`src/rtl/core/ock_pkg.sv`:
```
// Shared types and constants for the omni chassis kinematics core.
// Holds the item structs, register indexes and the fixed inverse matrix.
// No dependencies.
`default_nettype none

package ock_pkg;

	localparam int DATA_WIDTH_DEF = 32;
	localparam int VAL_W          = 32;
	localparam int Q_FRAC         = 16;
	localparam int NUM_WHEELS     = 4;
	localparam int NUM_AXES       = 3;
	localparam int RADIUS_W       = 31;
	localparam int COEFF_W        = 64;
	localparam int MAT_W          = 19;

	localparam int CFG_IDX_W = 3;
	localparam logic [CFG_IDX_W-1:0] CFG_WHEEL_0      = 3'd0;
	localparam logic [CFG_IDX_W-1:0] CFG_WHEEL_1      = 3'd1;
	localparam logic [CFG_IDX_W-1:0] CFG_WHEEL_2      = 3'd2;
	localparam logic [CFG_IDX_W-1:0] CFG_WHEEL_3      = 3'd3;
	localparam logic [CFG_IDX_W-1:0] CFG_SPIN_GAIN    = 3'd4;
	localparam logic [CFG_IDX_W-1:0] CFG_WHEEL_RADIUS = 3'd5;

	localparam logic CMD_FWD = 1'b0;
	localparam logic CMD_INV = 1'b1;

	// body x, y, turn rows over wheels 0..3, signed Q3.16
	localparam logic signed [MAT_W-1:0] INV_MAT [NUM_AXES][NUM_WHEELS] = '{
		'{-19'sd25885,  19'sd25885,  19'sd25885, -19'sd25885},
		'{-19'sd24394, -19'sd18110,  19'sd18110,  19'sd24394},
		'{ 19'sd259156, 19'sd169184, 19'sd169184, 19'sd259156}
	};

	typedef struct packed {
		logic              cmd;
		logic signed [31:0] body_x;
		logic signed [31:0] body_y;
		logic signed [31:0] body_turn;
		logic signed [31:0] wheel_speed_0;
		logic signed [31:0] wheel_speed_1;
		logic signed [31:0] wheel_speed_2;
		logic signed [31:0] wheel_speed_3;
	} ock_in_t;

	typedef struct packed {
		logic signed [31:0] out_wheel_0;
		logic signed [31:0] out_wheel_1;
		logic signed [31:0] out_wheel_2;
		logic signed [31:0] out_wheel_3;
		logic signed [31:0] out_body_x;
		logic signed [31:0] out_body_y;
		logic signed [31:0] out_body_turn;
		logic               saturated;
	} ock_out_t;

endpackage

`default_nettype wire

```
`src/rtl/core/ock_round_sat.sv`:
```
// Round-half-up from Q32.32-style sums back to Q16.16, then clip to a signed width.
// Purely combinational; uses ock_pkg for the fraction and value widths.
`default_nettype none

module ock_round_sat #(
	parameter int IN_W  = 66,
	parameter int SAT_W = 32
) (
	input  wire logic signed [IN_W-1:0]           sum,
	output logic         [ock_pkg::VAL_W-1:0] res,
	output logic                                  clipped
);
	import ock_pkg::*;

	localparam int RW = IN_W + 1 - Q_FRAC;
	localparam int EW = ((RW > SAT_W) ? RW : SAT_W) + 1;
	localparam logic signed [EW-1:0] SAT_HI = EW'((64'sd1 <<< (SAT_W - 1)) - 64'sd1);
	localparam logic signed [EW-1:0] SAT_LO = ~SAT_HI;
	localparam logic signed [IN_W:0] HALF   = (IN_W+1)'(64'sd1 <<< (Q_FRAC - 1));

	logic signed [IN_W:0] biased;
	logic signed [IN_W:0] shifted;
	logic signed [EW-1:0] rounded;
	logic signed [EW-1:0] limited;

	always_comb begin
		biased  = (IN_W+1)'(sum) + HALF;
		shifted = biased >>> Q_FRAC;
		rounded = EW'(shifted);
		if (rounded > SAT_HI) begin
			limited = SAT_HI;
			clipped = 1'b1;
		end else if (rounded < SAT_LO) begin
			limited = SAT_LO;
			clipped = 1'b1;
		end else begin
			limited = rounded;
			clipped = 1'b0;
		end
		res = limited[VAL_W-1:0];
	end

endmodule

`default_nettype wire
```
`config.mk`:
```
export PLATFORM = sky130hd
export DESIGN_NAME = ock_round_sat
export DESIGN_NICKNAME = d
export VERILOG_FILES = /design/src/rtl/core/ock_pkg.sv /design/src/rtl/core/ock_round_sat.sv
export SDC_FILE = /design/constraint.sdc
export NUM_CORES = 1
export LEC_CHECK = 0
export BUFFER_PORTS_ARGS = -buffer_cell sky130_fd_sc_hd__buf_2
export CAP_MARGIN = 30
export CORE_ASPECT_RATIO = 1.1
export CORE_UTILIZATION = 40
export DETAILED_ROUTE_END_ITERATION = 12
export MAX_ROUTING_LAYER = met4
export PLACE_DENSITY = 0.77
export RECOVER_POWER = 100
export REMOVE_ABC_BUFFERS = 1
export SLEW_MARGIN = 10
export SYNTH_ARGS = -nofsm -noshare
export SYNTH_HDL_FRONTEND = slang
export SYNTH_SLANG_ARGS = --single-unit
```
`constraint.sdc`:
```
create_clock -name vclk -period 4.25
set_input_delay 1.0625 -clock vclk [all_inputs]
set_output_delay 1.0625 -clock vclk [all_outputs]
set_load 0.005 [all_outputs]
```
==> results.txt, run 1 <==
Synthesis handed over a netlist of 240 instances. The number of antenna diodes in the final layout is 0. The parity-gate share of the synthesized area counting xor and xnor cells came out at between 20% and 30%.

The mux cell area share after synthesis is between 1.5 and 2%. For this design, the slowest cell found on the critical path is sky130_fd_sc_hd__or4_4. The mean post-synth cell area is 7.08 um^2. The data required time of the critical path is roughly 3.2 ns. The smallest clock period supported by the final layout is computed as roughly 4.6 ns. The die width is ~64 um.

During placement, the flow inserted port buffers numbering 84. The final wirelength came out at about 6500 um. The initial antenna violation count was 0.

In the final layout, the share of cells above drive strength 1 is between 50% and 60%. The simple-gate share of the synthesized area is a little under half. For this run, design rule violations remaining after detail routing come to 0. The critical path crosses 12 cells after its start point. Together, buffers and inverters on the worst path number 4. The total count of hold-check failures in the final report was 0. For this run, the register share of the synthesized area comes to 0%.

The max-capacitance violation count is 0. The die height came out at 70.4 um. The iteration-0 DRC count of the detailed router came out at around 100.

Across all layers, the routed design uses between 2000 and 3000 vias. The total power came out at 0.218 mW. The count of sequential standard cells is 0.

The total power per unit cell area came out at around 75 nW/um^2. The final critical-path share of the clock period came out at 109%. The combined flip-flop and latch cell area came out at 0 um^2. Setup violations remaining at the end of the flow were counted as 32.

Measured on the finished design, the core utilization comes to slightly above 70%. The type of the worst min-delay path is input port to primary output. Walking the worst path, the cells encountered are buf_8 > ha_4 > nand4_1 > or4_4 > nor4_4 > mux2i_1 > o211ai_1 > o41ai_4 > buf_4 > buf_8 > o21ai_2 > buf_2. The worst pin sits at a relative slew slack of ~71%.

The number of warnings issued by yosys is 0. The setup slack after layout came out at -0.395 ns. The slew at the pin closest to its max-slew limit came out at approximately 0.43 ns. Among the stages of the critical path, the cell type that occurs most often is sky130_fd_sc_hd__buf_8. Setup repair after global routing could not meet its margin everywhere. In this design, the largest share of critical-path delay is due to simple AND/OR/NAND/NOR gates.

The maximum vdd drop came out at between 0.03 and 0.04 mV. The flow ran to the end, but the final reports show violations. The initial core utilization came out at approximately 42%. The final-report max-slew violation count is 0. In the routed layout, each cell is associated on average with a via count of 5.65. The die covers ~4500 um^2.

The residual overflow from global routing came out at 0. The adder-cell share of the synthesized area is 0.736%. The pin count of the biggest net entering global routing is 23. The final reports fail on setup timing. The worst setup path is of the input port to primary output kind. Of all nets on the critical path, the largest fanout is 8. about 100 I/O pins were placed. The area added between synthesis and finish came out at 71.5%. The critical path startpoint category is an input port. The final hold slack is between 2 and 2.5 ns. The global-route wire length before repair came out at 9880 um. The count of filler cells inserted in the layout is 337. The worst hold path was traced through 4 stages. The number of placement rows is 24.

The count of different cell masters after synthesis is 48. The total core area came out at 4020 um^2. The total half-perimeter wirelength after legalization and detailed placement came out at just under 5000 um. The sort of element at the end of the critical path is a primary output. The final antenna-violating net count is 0.

The arrival time of data at the critical path endpoint is ~3.6 ns. After layout, the clock buffer instance count stands at 0. The first-pass iteration count of the detailed router is 4. The library cells used most frequently in the layout, excluding fill and tap cells, are 82 x sky130_fd_sc_hd__buf_2, 79 x sky130_fd_sc_hd__buf_4, 22 x sky130_fd_sc_hd__nand3_1, 22 x sky130_fd_sc_hd__xnor2_1, 22 x sky130_fd_sc_hd__o21ai_2. The last weighted congestion value of the routability-driven placer is about 0.92.

The delay of the slowest critical-path stage came out at roughly 0.62 ns. The post-synthesis compound-gate area fraction came out at about a quarter. The leakage power of the design came out at between 1 and 1.5 nW. The accumulated negative setup slack is -11.77 ns. The leading cell type in the layout, fill and taps excluded is sky130_fd_sc_hd__buf_2. The synthesized netlist occupies a cell area of roughly 1700 um^2. For this run, the post-layout net count is 470. By area, the combinational part of the netlist is dominated by simple AND/OR/NAND/NOR gates.

The all-layer global routing usage is 26.9%. The via count of the first global-routing pass is ~2400. The routed length per instance is 14.3 um. The achievable frequency is ~0.22 GHz.
-- per-stage QoR --
step	cell area [um^2]	instances	setup slack (ns)
floorplan	1610	229	-0.881
global placement	2730	444	-0.455
detailed placement	2730	444	-0.501
CTS	2820	446	-0.401
global route	2920	453	-0.491
finish	2920	453	-0.395
-- synth_stat cells, drive strengths merged (6+ instances only) --
| cell type | instances | area, um^2 |
|---|---|---|
| o21ai | 35 | 258 |
| nand3 | 22 | 110 |
| xnor2 | 22 | 193 |
| nand2 | 18 | 70.1 |
| nand4 | 17 | 106 |
| xor2 | 17 | 149 |
| nor2 | 12 | 45.0 |
| nor3 | 11 | 55.1 |
| nor4 | 10 | 111 |
| and3 | 8 | 50.1 |
| buf | 7 | 72.6 |
| and2 | 6 | 38.8 |
| and4 | 6 | 55.1 |
| inv | 6 | 22.5 |
| or3 | 6 | 37.5 |
-- per-layer routing --
metal  wire (um)  share of wire, %  track usage, %  up-vias
met5           0                 0               -        -
met4         115               1.8            5.93        0
met3         462               7.1           0.980       14
met2        3310                51            47.3      125
met1        2600                40            33.7     1182
li1            -                 -               -     1239
-- path summary, 6_finish.rpt --
path,end,from
max,res[27],sum[16]
min,res[26],sum[42]
-- cell families (layout without fill, tap and decap cells) --
family | count (synthesis) | count (layout)
fa+ha+maj | 1 | 1
simple gates | 128 | 128
buf+inv | 17 | 178
compound gates | 52 | 52
mux | 3 | 3
xor+xnor | 39 | 39
-- where the power goes --
| part | total (mW) | internal [mW] | leakage (nW) | switching [mW] |
|---|---|---|---|---|
| clock | 0 | 0 | 0 | 0 |
| sequential | 0 | 0 | 0 | 0 |
| combinational | 0.218 | 0.115 | 1.27 | 0.103 |
-- worst min-delay path, cell delays in order --
cell and delay [ns]:
sky130_fd_sc_hd__buf_2 0.10, sky130_fd_sc_hd__xor2_1 0.07, sky130_fd_sc_hd__o21ai_2 0.10, sky130_fd_sc_hd__buf_2 0.10
-- cell type report --
type,count,area [um^2],share of cell area [%]
Inverter,6,22.5,0.772
Multi-Input combinational cell,223,1640,56.1
Timing Repair Buffer,172,1190,40.9
Tap cell,52,65.1,2.23
-- what timing repair did --
item,CTS,global route
pin swaps,8,3
cloned,1,3
hold buffers,0,0
gates resized for setup,12,5
setup buffers,1,4
endpoints found under the hold margin,0,0
setup endpoints to repair,32,32
Power figures use the tool's default switching activity.
==> run 2: changes to the inputs <==
--- a/config.mk
+++ b/config.mk
@@ -5,15 +5,16 @@
 export SDC_FILE = /design/constraint.sdc
 export NUM_CORES = 1
 export LEC_CHECK = 0
+export ABC_AREA = 1
 export BUFFER_PORTS_ARGS = -buffer_cell sky130_fd_sc_hd__buf_2
 export CAP_MARGIN = 30
 export CORE_ASPECT_RATIO = 1.1
 export CORE_UTILIZATION = 40
 export DETAILED_ROUTE_END_ITERATION = 12
-export MAX_ROUTING_LAYER = met4
-export PLACE_DENSITY = 0.77
+export PLACE_DENSITY = 0.72
 export RECOVER_POWER = 100
 export REMOVE_ABC_BUFFERS = 1
+export SETUP_SLACK_MARGIN = 0.2
 export SLEW_MARGIN = 10
 export SYNTH_ARGS = -nofsm -noshare
 export SYNTH_HDL_FRONTEND = slang
==> run 2 against run 1 <==
The flow now finishes without violations. Area after synthesis increased by 35%. Fmax grew 11%. Die area is 34% higher. Global-route usage is 0.28 points lower. Critical path depth grew 6. Sequential share of layout area stayed put. Synthesized cell count grew 82%. First-iteration DRC count grew 21%. Combinational power increased by 7%. Total power grew 7.3%. Wire length increased by 28%.
==> results.txt, run 2 <==
The number of clock buffers in the layout is 0 (unchanged). The critical path is of the input port to primary output type. The final antenna-violating net count was 0 (unchanged). The number of nets in the layout is 627 (+33%).

The number of standard cells after synthesis was 436 (+82%). The first-pass iteration count of the detailed router is 4 (unchanged). The critical path starts at sum[15]. The mean post-synth cell area is 5.27 um^2 (-26%). The via count of the first global-routing pass is 2786 (+19%). The routed length per instance came to 13.1 um (-8.6%). The total vias in the final route was 3063 (+20%). The count of sequential standard cells was 0 (unchanged).

The delay of the slowest critical-path stage came out at 0.18 ns (-0.44 ns). The internal power summed over all cells came to 0.108 mW (-6.7%). The total half-perimeter wirelength after legalization and detailed placement is 6580 um (+33%). Leaving out fill and tap cells, the most frequent cell in the layout is sky130_fd_sc_hd__nand2_1. The arrival time of data at the critical path endpoint came to 3.11 ns (-0.47 ns). The number of top-level pins came to 99 (unchanged). The portion of total power attributed to sequential cells is 0% (unchanged). The residual overflow from global routing was 0 (unchanged). The pin count of the biggest net entering global routing is 11 (-52%). The maximum vdd drop came out at 0.0424 mV (+9.1%). Traced cell by cell, the critical path runs through buf_8 > ha_4 > nand2_4 > nor2_4 > nand2_4 > nor2_8 > nand3_1 > nand2_1 > nand2_1 > nor2_1 > nand2_1 > nor2_2 > nand3_4 > nand2_8 > buf_12 > buf_16 > nand2_2 > buf_2. The number of placement rows came out at 28 (+17%). The last weighted congestion value of the routability-driven placer came out at 0.961 (+4.3%). The achievable frequency came to 0.240 GHz (+11%).

The most common cell type on the critical path is sky130_fd_sc_hd__nand2_1. The final-report max-slew violation count came out at 0 (unchanged). The die height is 81.5 um (+16%). The global routing met1 resource utilization came out at 33.5% (-0.22 points).

In this run the worst setup path terminates at res[25]. The slew at the pin closest to its max-slew limit came to 0.292 ns (-0.138 ns). The number of remaining DRC errors is 0 (unchanged).

The power share of the combinational group is 100.0% (about the same). Counting instances in the post-synthesis netlist gives the leading cell types as 144 x sky130_fd_sc_hd__nand2_1, 87 x sky130_fd_sc_hd__nor2_1, 64 x sky130_fd_sc_hd__nand2_2. The critical path startpoint category is an input port. The final critical-path share of the clock period is 98.1% (-11 points). The count of different cell masters after synthesis came out at 24 (-50%). The area fraction of the dominant cell type after synthesis came out at 23.5% (+12 points). The floorplan die area is 6060 um^2 (+34%). The antenna diode instance count was 0 (unchanged). The met3 usage came out at 1.10% (+0.12 points). The run finished with clean final reports. In this run the most used layer during global routing was met2.

The post-route non-filler standard cell count is 633 (+40%). The placed cell count is 608 (+37%). The min-delay analysis places its worst path in the category input port to primary output. By area the synthesized netlist is led by sky130_fd_sc_hd__nand2_1 24%, sky130_fd_sc_hd__nand2_2 17%, sky130_fd_sc_hd__nor2_1 14%, sky130_fd_sc_hd__xnor2_1 6.5%, sky130_fd_sc_hd__xor2_1 6.5%.

The final wirelength was 8290 um (+28%). The ratio of cells with drive above 1 in the final layout is 44.3% (-9.1 points). The global-route wire length before repair came out at 12600 um (+27%). The core occupancy in the finished layout is 62.2% (-10 points). The iteration-0 DRC count of the detailed router came out at 126 (+21%).

The minimum period implied by the final worst setup slack came out at 4.17 ns (-0.477 ns). The max-capacitance violation count was 0 (unchanged). In the layout the commonest cells are 138 x sky130_fd_sc_hd__nand2_1, 75 x sky130_fd_sc_hd__buf_2, 69 x sky130_fd_sc_hd__nor2_1.

The area added between synthesis and finish is 47.8%. The number of buffers inserted by hold repair at cts is 0 (unchanged). The biggest area contributor in the post-synthesis netlist is sky130_fd_sc_hd__nand2_1. The initial antenna violation count is 0 (unchanged). The leakage power of the design is 1.63 nW (+28%). The count of filler cells inserted in the layout came out at 521 (+55%). The combined flip-flop and latch cell area is 0 um^2 (unchanged). Yosys instantiated no cell more often than sky130_fd_sc_hd__nand2_1. The highest fanout seen on the critical path came out at 5 (-3).

The switching power total came out at 0.127 mW (+23%). The total core area is 5470 um^2 (+36%). The slowest stage cell on the critical path is sky130_fd_sc_hd__nor2_4.

The initial core utilization is 42.1% (-0.18 points). The tightest slew margin relative to the limit is 80.5% (+9.3 points). The fraction of the yosys area taken by sequential cells came to 0% (unchanged). The met2 track demand over resource was 49.4% (+2.1 points). The switching power share of the total is 54.1% (+6.9 points).

The per-cell via count in the routed design is 4.84 (-14%). The data required time of the critical path was 3.19 ns (about the same). The all-layer global routing usage came out at 26.6% (-0.28 points). The netlist area before placement is 2300 um^2 (+35%).

The clock share of power is 0% (unchanged). The die width was 74.3 um (+16%). The total power per unit cell area is 68.9 nW/um^2 (-8.0%). The total count of hold-check failures in the final report came out at 0 (unchanged). The sort of element at the end of the critical path is a primary output.

Setup repair after global routing could not meet its margin everywhere. The number of warnings issued by yosys came out at 0 (unchanged). The quantity of I/O buffers inserted on ports came out at 84 (unchanged). The final count of negative-setup-slack endpoints came out at 0 (-100%).
[run 2: changes by cell type in the layout (fill, tap and decap cells not counted), moves of 8 or more]
cell and delta:
sky130_fd_sc_hd__nor2_2 +22, sky130_fd_sc_hd__nor3_1 -9, sky130_fd_sc_hd__buf_6 +9, sky130_fd_sc_hd__nor2_1 +57, sky130_fd_sc_hd__nor2_4 +12, sky130_fd_sc_hd__inv_1 +28
sky130_fd_sc_hd__nand2_1 +121, sky130_fd_sc_hd__o21ai_2 -22, sky130_fd_sc_hd__o21ai_1 -9, sky130_fd_sc_hd__nand2_4 +9, sky130_fd_sc_hd__nand2_2 +63, sky130_fd_sc_hd__and3_1 -8
sky130_fd_sc_hd__buf_4 -49
[run 2: cells by family after synthesis]
kind of cell,share of synthesized area (%)
buf+inv,11.1
simple gates,73.3
compound gates,1.36
fa+ha+maj,0.544
xor+xnor,13.7
[run 2: final cells by class]
class	instances	area, um^2	share of cell area (%)
inverters	36	135	3.97
multi-input cells	395	2230	65.7
well taps	75	93.8	2.76
repair buffers	127	937	27.6
[run 2: critical path: cells and delay by family]
family,cells,cell delay (ns)
adders and majority gates,1,0.14
buffers and inverters,4,0.42
and+or+nand+nor,13,1.47
[run 2: per-stage QoR]
step                      setup slack, ns  total power [mW]  setup TNS (ns)  instance area [um^2]  hold slack (ns)
after global routing              -0.0257             0.257          -0.300                  3400             2.52
after floorplan                     0.431             0.102               0                  2180             2.20
after detailed placement          0.00400             0.191               0                  2860             2.47
after CTS                          0.0879             0.212               0                  3120             2.47
after global placement             0.0420             0.188               0                  2860             2.47
final                              0.0823             0.234               0                  3400             2.48
[run 2: worst min-delay path by stage]
stage / start / to / slack [ns] / cells past startpoint
after detailed placement: sum[64] / res[31] / 2.47 / 3
after global placement: sum[64] / res[31] / 2.47 / 3
after CTS: sum[64] / res[31] / 2.47 / 3
final: sum[64] / res[31] / 2.48 / 3
after global routing: sum[64] / res[31] / 2.52 / 3
after floorplan: sum[64] / res[31] / 2.20 / 1
[run 2: repair_timing]
| item | in CTS | in global routing |
|---|---|---|
| setup endpoints to repair | 32 | 32 |
| pin swaps | 34 | 25 |
| cloned | 3 | 1 |
| buffers inserted | 10 | 11 |
| resized for setup | 23 | 43 |
[run 2: routing by layer]
metal / share of wire (%) / wire [um]
met1: 43 / 3560
met2: 51 / 4190
met3: 4.6 / 380
met4: 1.9 / 157
met5: 0 / 0
[run 2: power groups by stage]
stage / logic [mW] / registers (mW) / clock network [mW]
floorplan: 0.102 / 0 / 0
global placement: 0.188 / 0 / 0
detailed placement: 0.191 / 0 / 0
CTS: 0.212 / 0 / 0
global route: 0.257 / 0 / 0
finish: 0.234 / 0 / 0
==> run 3: changes to the inputs <==
--- a/config.mk
+++ b/config.mk
@@ -9,12 +9,11 @@
 export BUFFER_PORTS_ARGS = -buffer_cell sky130_fd_sc_hd__buf_2
 export CAP_MARGIN = 30
 export CORE_ASPECT_RATIO = 1.1
-export CORE_UTILIZATION = 40
+export CORE_UTILIZATION = 45
 export DETAILED_ROUTE_END_ITERATION = 12
-export PLACE_DENSITY = 0.72
+export PLACE_DENSITY = 0.79
 export RECOVER_POWER = 100
 export REMOVE_ABC_BUFFERS = 1
-export SETUP_SLACK_MARGIN = 0.2
 export SLEW_MARGIN = 10
 export SYNTH_ARGS = -nofsm -noshare
 export SYNTH_HDL_FRONTEND = slang
==> run 3 against run 2 <==
Final cell count down 7.0%. Fmax increased by 0.23%. Die area decreased by 11%.
==> results.txt, run 3 (synthesis gave the netlist of run 2 again) <==
The sort of element at the end of the critical path is a primary output. The die height came out at 77.0 um (-5.6%). Setup repair after global routing could not meet its margin everywhere. The initial core utilization came to 48.1% (+6.0 points). Leaving out fill and tap cells, the most frequent cell in the layout is sky130_fd_sc_hd__nand2_1.

The minimum period implied by the final worst setup slack is 4.16 ns (-0.00946 ns). The final count of negative-setup-slack endpoints came out at 0 (unchanged). The tightest min-delay check is of the input port to primary output type. The iteration-0 DRC count of the detailed router is 225 (+79%).

The number of placement rows is 26 (-7.1%). The final critical-path share of the clock period is 97.8% (-0.22 points). The number of remaining DRC errors came out at 0 (unchanged).

The number of buffers inserted by hold repair at cts came to 0 (unchanged). The number of nets in the layout is 602 (-4.0%). The global-route wire length before repair is 11600 um (-8.1%).

The total power per unit cell area came to 69.7 nW/um^2 (+1.1%). The floorplan die area came out at 5400 um^2 (-11%). The quantity of I/O buffers inserted on ports is 84 (unchanged). The combined flip-flop and latch cell area was 0 um^2 (unchanged).

The number of clock buffers in the layout came out at 0 (unchanged). The tightest slew margin relative to the limit came to 76.6% (-3.9 points). The arrival time of data at the critical path endpoint was 3.10 ns (about the same).

The first-pass iteration count of the detailed router came out at 4 (unchanged). The number of top-level pins is 99 (unchanged). The final wirelength is 7820 um (-5.7%). The final design area excluding fillers was 2990 um^2 (-12%).

The total count of hold-check failures in the final report is 0 (unchanged). The antenna diode instance count is 0 (unchanged). The residual overflow from global routing came to 0 (unchanged). The ratio of cells with drive above 1 in the final layout is 38.3% (-6.0 points).

The flow ran to the end, and the final reports show no timing, DRC or antenna violations. The data required time of the critical path was 3.19 ns (about the same). The count of sequential standard cells was 0 (unchanged).

The via count of the first global-routing pass is 2621 (-5.9%). The total vias in the final route is 2994 (-2.3%). The placed cell count is 579 (-4.8%). The maximum vdd drop came out at 0.0534 mV (+26%). The last weighted congestion value of the routability-driven placer is 0.998 (+3.8%). The final-report max-slew violation count is 0 (unchanged).

The area added between synthesis and finish came out at 30.0%. The leakage power of the design is 1.45 nW (-11%). The top cell types in the final layout, fill and taps aside, are 141 x sky130_fd_sc_hd__nand2_1, 82 x sky130_fd_sc_hd__nor2_1, 80 x sky130_fd_sc_hd__buf_2. The die width came to 70.2 um (-5.6%).

The placed standard-cell area was 2760 um^2 (-3.5%). The pin count of the biggest net entering global routing was 27 (+16). The routed length per instance came to 13.3 um (+1.4%). The critical path starts at sum[27]. The total half-perimeter wirelength after legalization and detailed placement came out at 6430 um (-2.3%). The final antenna-violating net count came out at 0 (unchanged). The critical path class is input port to primary output. The highest fanout seen on the critical path is 7 (+2). The area of the multi-input gates is 2110 um^2 (-5.7%). The initial antenna violation count is 0 (unchanged). The final hold slack came out at 2.48 ns (-0.00757 ns).

The count of filler cells inserted in the layout came out at 471 (-9.6%). The startpoint identified for the worst hold timing path is sum[64]. The per-cell via count in the routed design came out at 5.08 (+5.0%). The all-layer global routing usage came to 26.0% (-0.62 points). The max-capacitance violation count was 0 (unchanged). The total core area is 4780 um^2 (-12%).

The slew at the pin closest to its max-slew limit is 0.348 ns (+0.0562 ns). The achievable frequency came out at 0.240 GHz (+0.23%). STA classifies the critical path startpoint as an input port. The post-route non-filler standard cell count came out at 589 (-7.0%). The accumulated negative setup slack was 0 ns (unchanged).
==> run 3: cell count changes in the layout (fill, tap and decap cells not counted), moves of 3 or more <==
cell	before	now
sky130_fd_sc_hd__buf_4	30	12
sky130_fd_sc_hd__nor2_1	69	82
sky130_fd_sc_hd__buf_6	13	5
sky130_fd_sc_hd__nor2_2	22	14
sky130_fd_sc_hd__buf_2	75	80
sky130_fd_sc_hd__nor2_4	12	7
sky130_fd_sc_hd__nand2_1	138	141
==> run 3: critical path: stages <==
cell	delay (ns)
sky130_fd_sc_hd__buf_2	0.14
sky130_fd_sc_hd__nand2_1	0.09
sky130_fd_sc_hd__nor2_1	0.21
sky130_fd_sc_hd__nand2_1	0.12
sky130_fd_sc_hd__nor2_1	0.19
sky130_fd_sc_hd__nand3_1	0.10
sky130_fd_sc_hd__nand2_1	0.10
sky130_fd_sc_hd__nand2_1	0.06
sky130_fd_sc_hd__nor2_1	0.14
sky130_fd_sc_hd__nand3_1	0.11
sky130_fd_sc_hd__nor2_2	0.16
sky130_fd_sc_hd__nand2_2	0.08
sky130_fd_sc_hd__nand2_4	0.14
sky130_fd_sc_hd__clkbuf_16	0.19
sky130_fd_sc_hd__nand2_2	0.05
sky130_fd_sc_hd__nand2_2	0.05
sky130_fd_sc_hd__buf_2	0.10
==> run 3: path summary, 6_finish.rpt <==
kind                   to  slack (ns)  depth (start not counted)
setup / recovery  res[10]        0.09                         17
hold / removal    res[31]        2.48                          3
==> run 3: report_power, final <==
part | switching (mW) | internal, mW | total, mW
clock network | 0 | 0 | 0
registers | 0 | 0 | 0
logic | 0.118 | 0.0909 | 0.208
total | 0.118 | 0.0909 | 0.208
==> run 3: metrics by stage <==
step | power [mW] | utilization (%) | setup WS [ns]
floorplan | 0.102 | - | 0.431
global placement | 0.182 | 57.8 | 0.0317
detailed placement | 0.185 | 57.8 | -0.0327
CTS | 0.186 | 58.0 | 0.0170
global route | 0.229 | 62.5 | -0.0465
finish | 0.208 | 62.5 | 0.0918
==> run 3: layer usage <==
| layer | vias to the layer above | routed length [um] | global-route usage [%] |
|---|---|---|---|
| li1 | 1533 | - | - |
| met1 | 1317 | 3400 | 34.4 |
| met2 | 126 | 3690 | 45.0 |
| met3 | 18 | 463 | 1.18 |
| met4 | 0 | 265 | 7.80 |
| met5 | - | 0 | 0 |
==> run 3: layout make-up <==
class / count / area share, %
inverters: 36 / 4.52
repair buffers: 103 / 22.6
well taps: 56 / 2.34
multi-input cells: 394 / 70.5
==> run 3: repair_timing <==
item	4_1_cts	5_1_grt
endpoints found under the setup margin	25	32
pin swaps	2	13
resized for setup	1	23
gates cloned	0	4
endpoints found under the hold margin	0	0
setup buffers	1	5
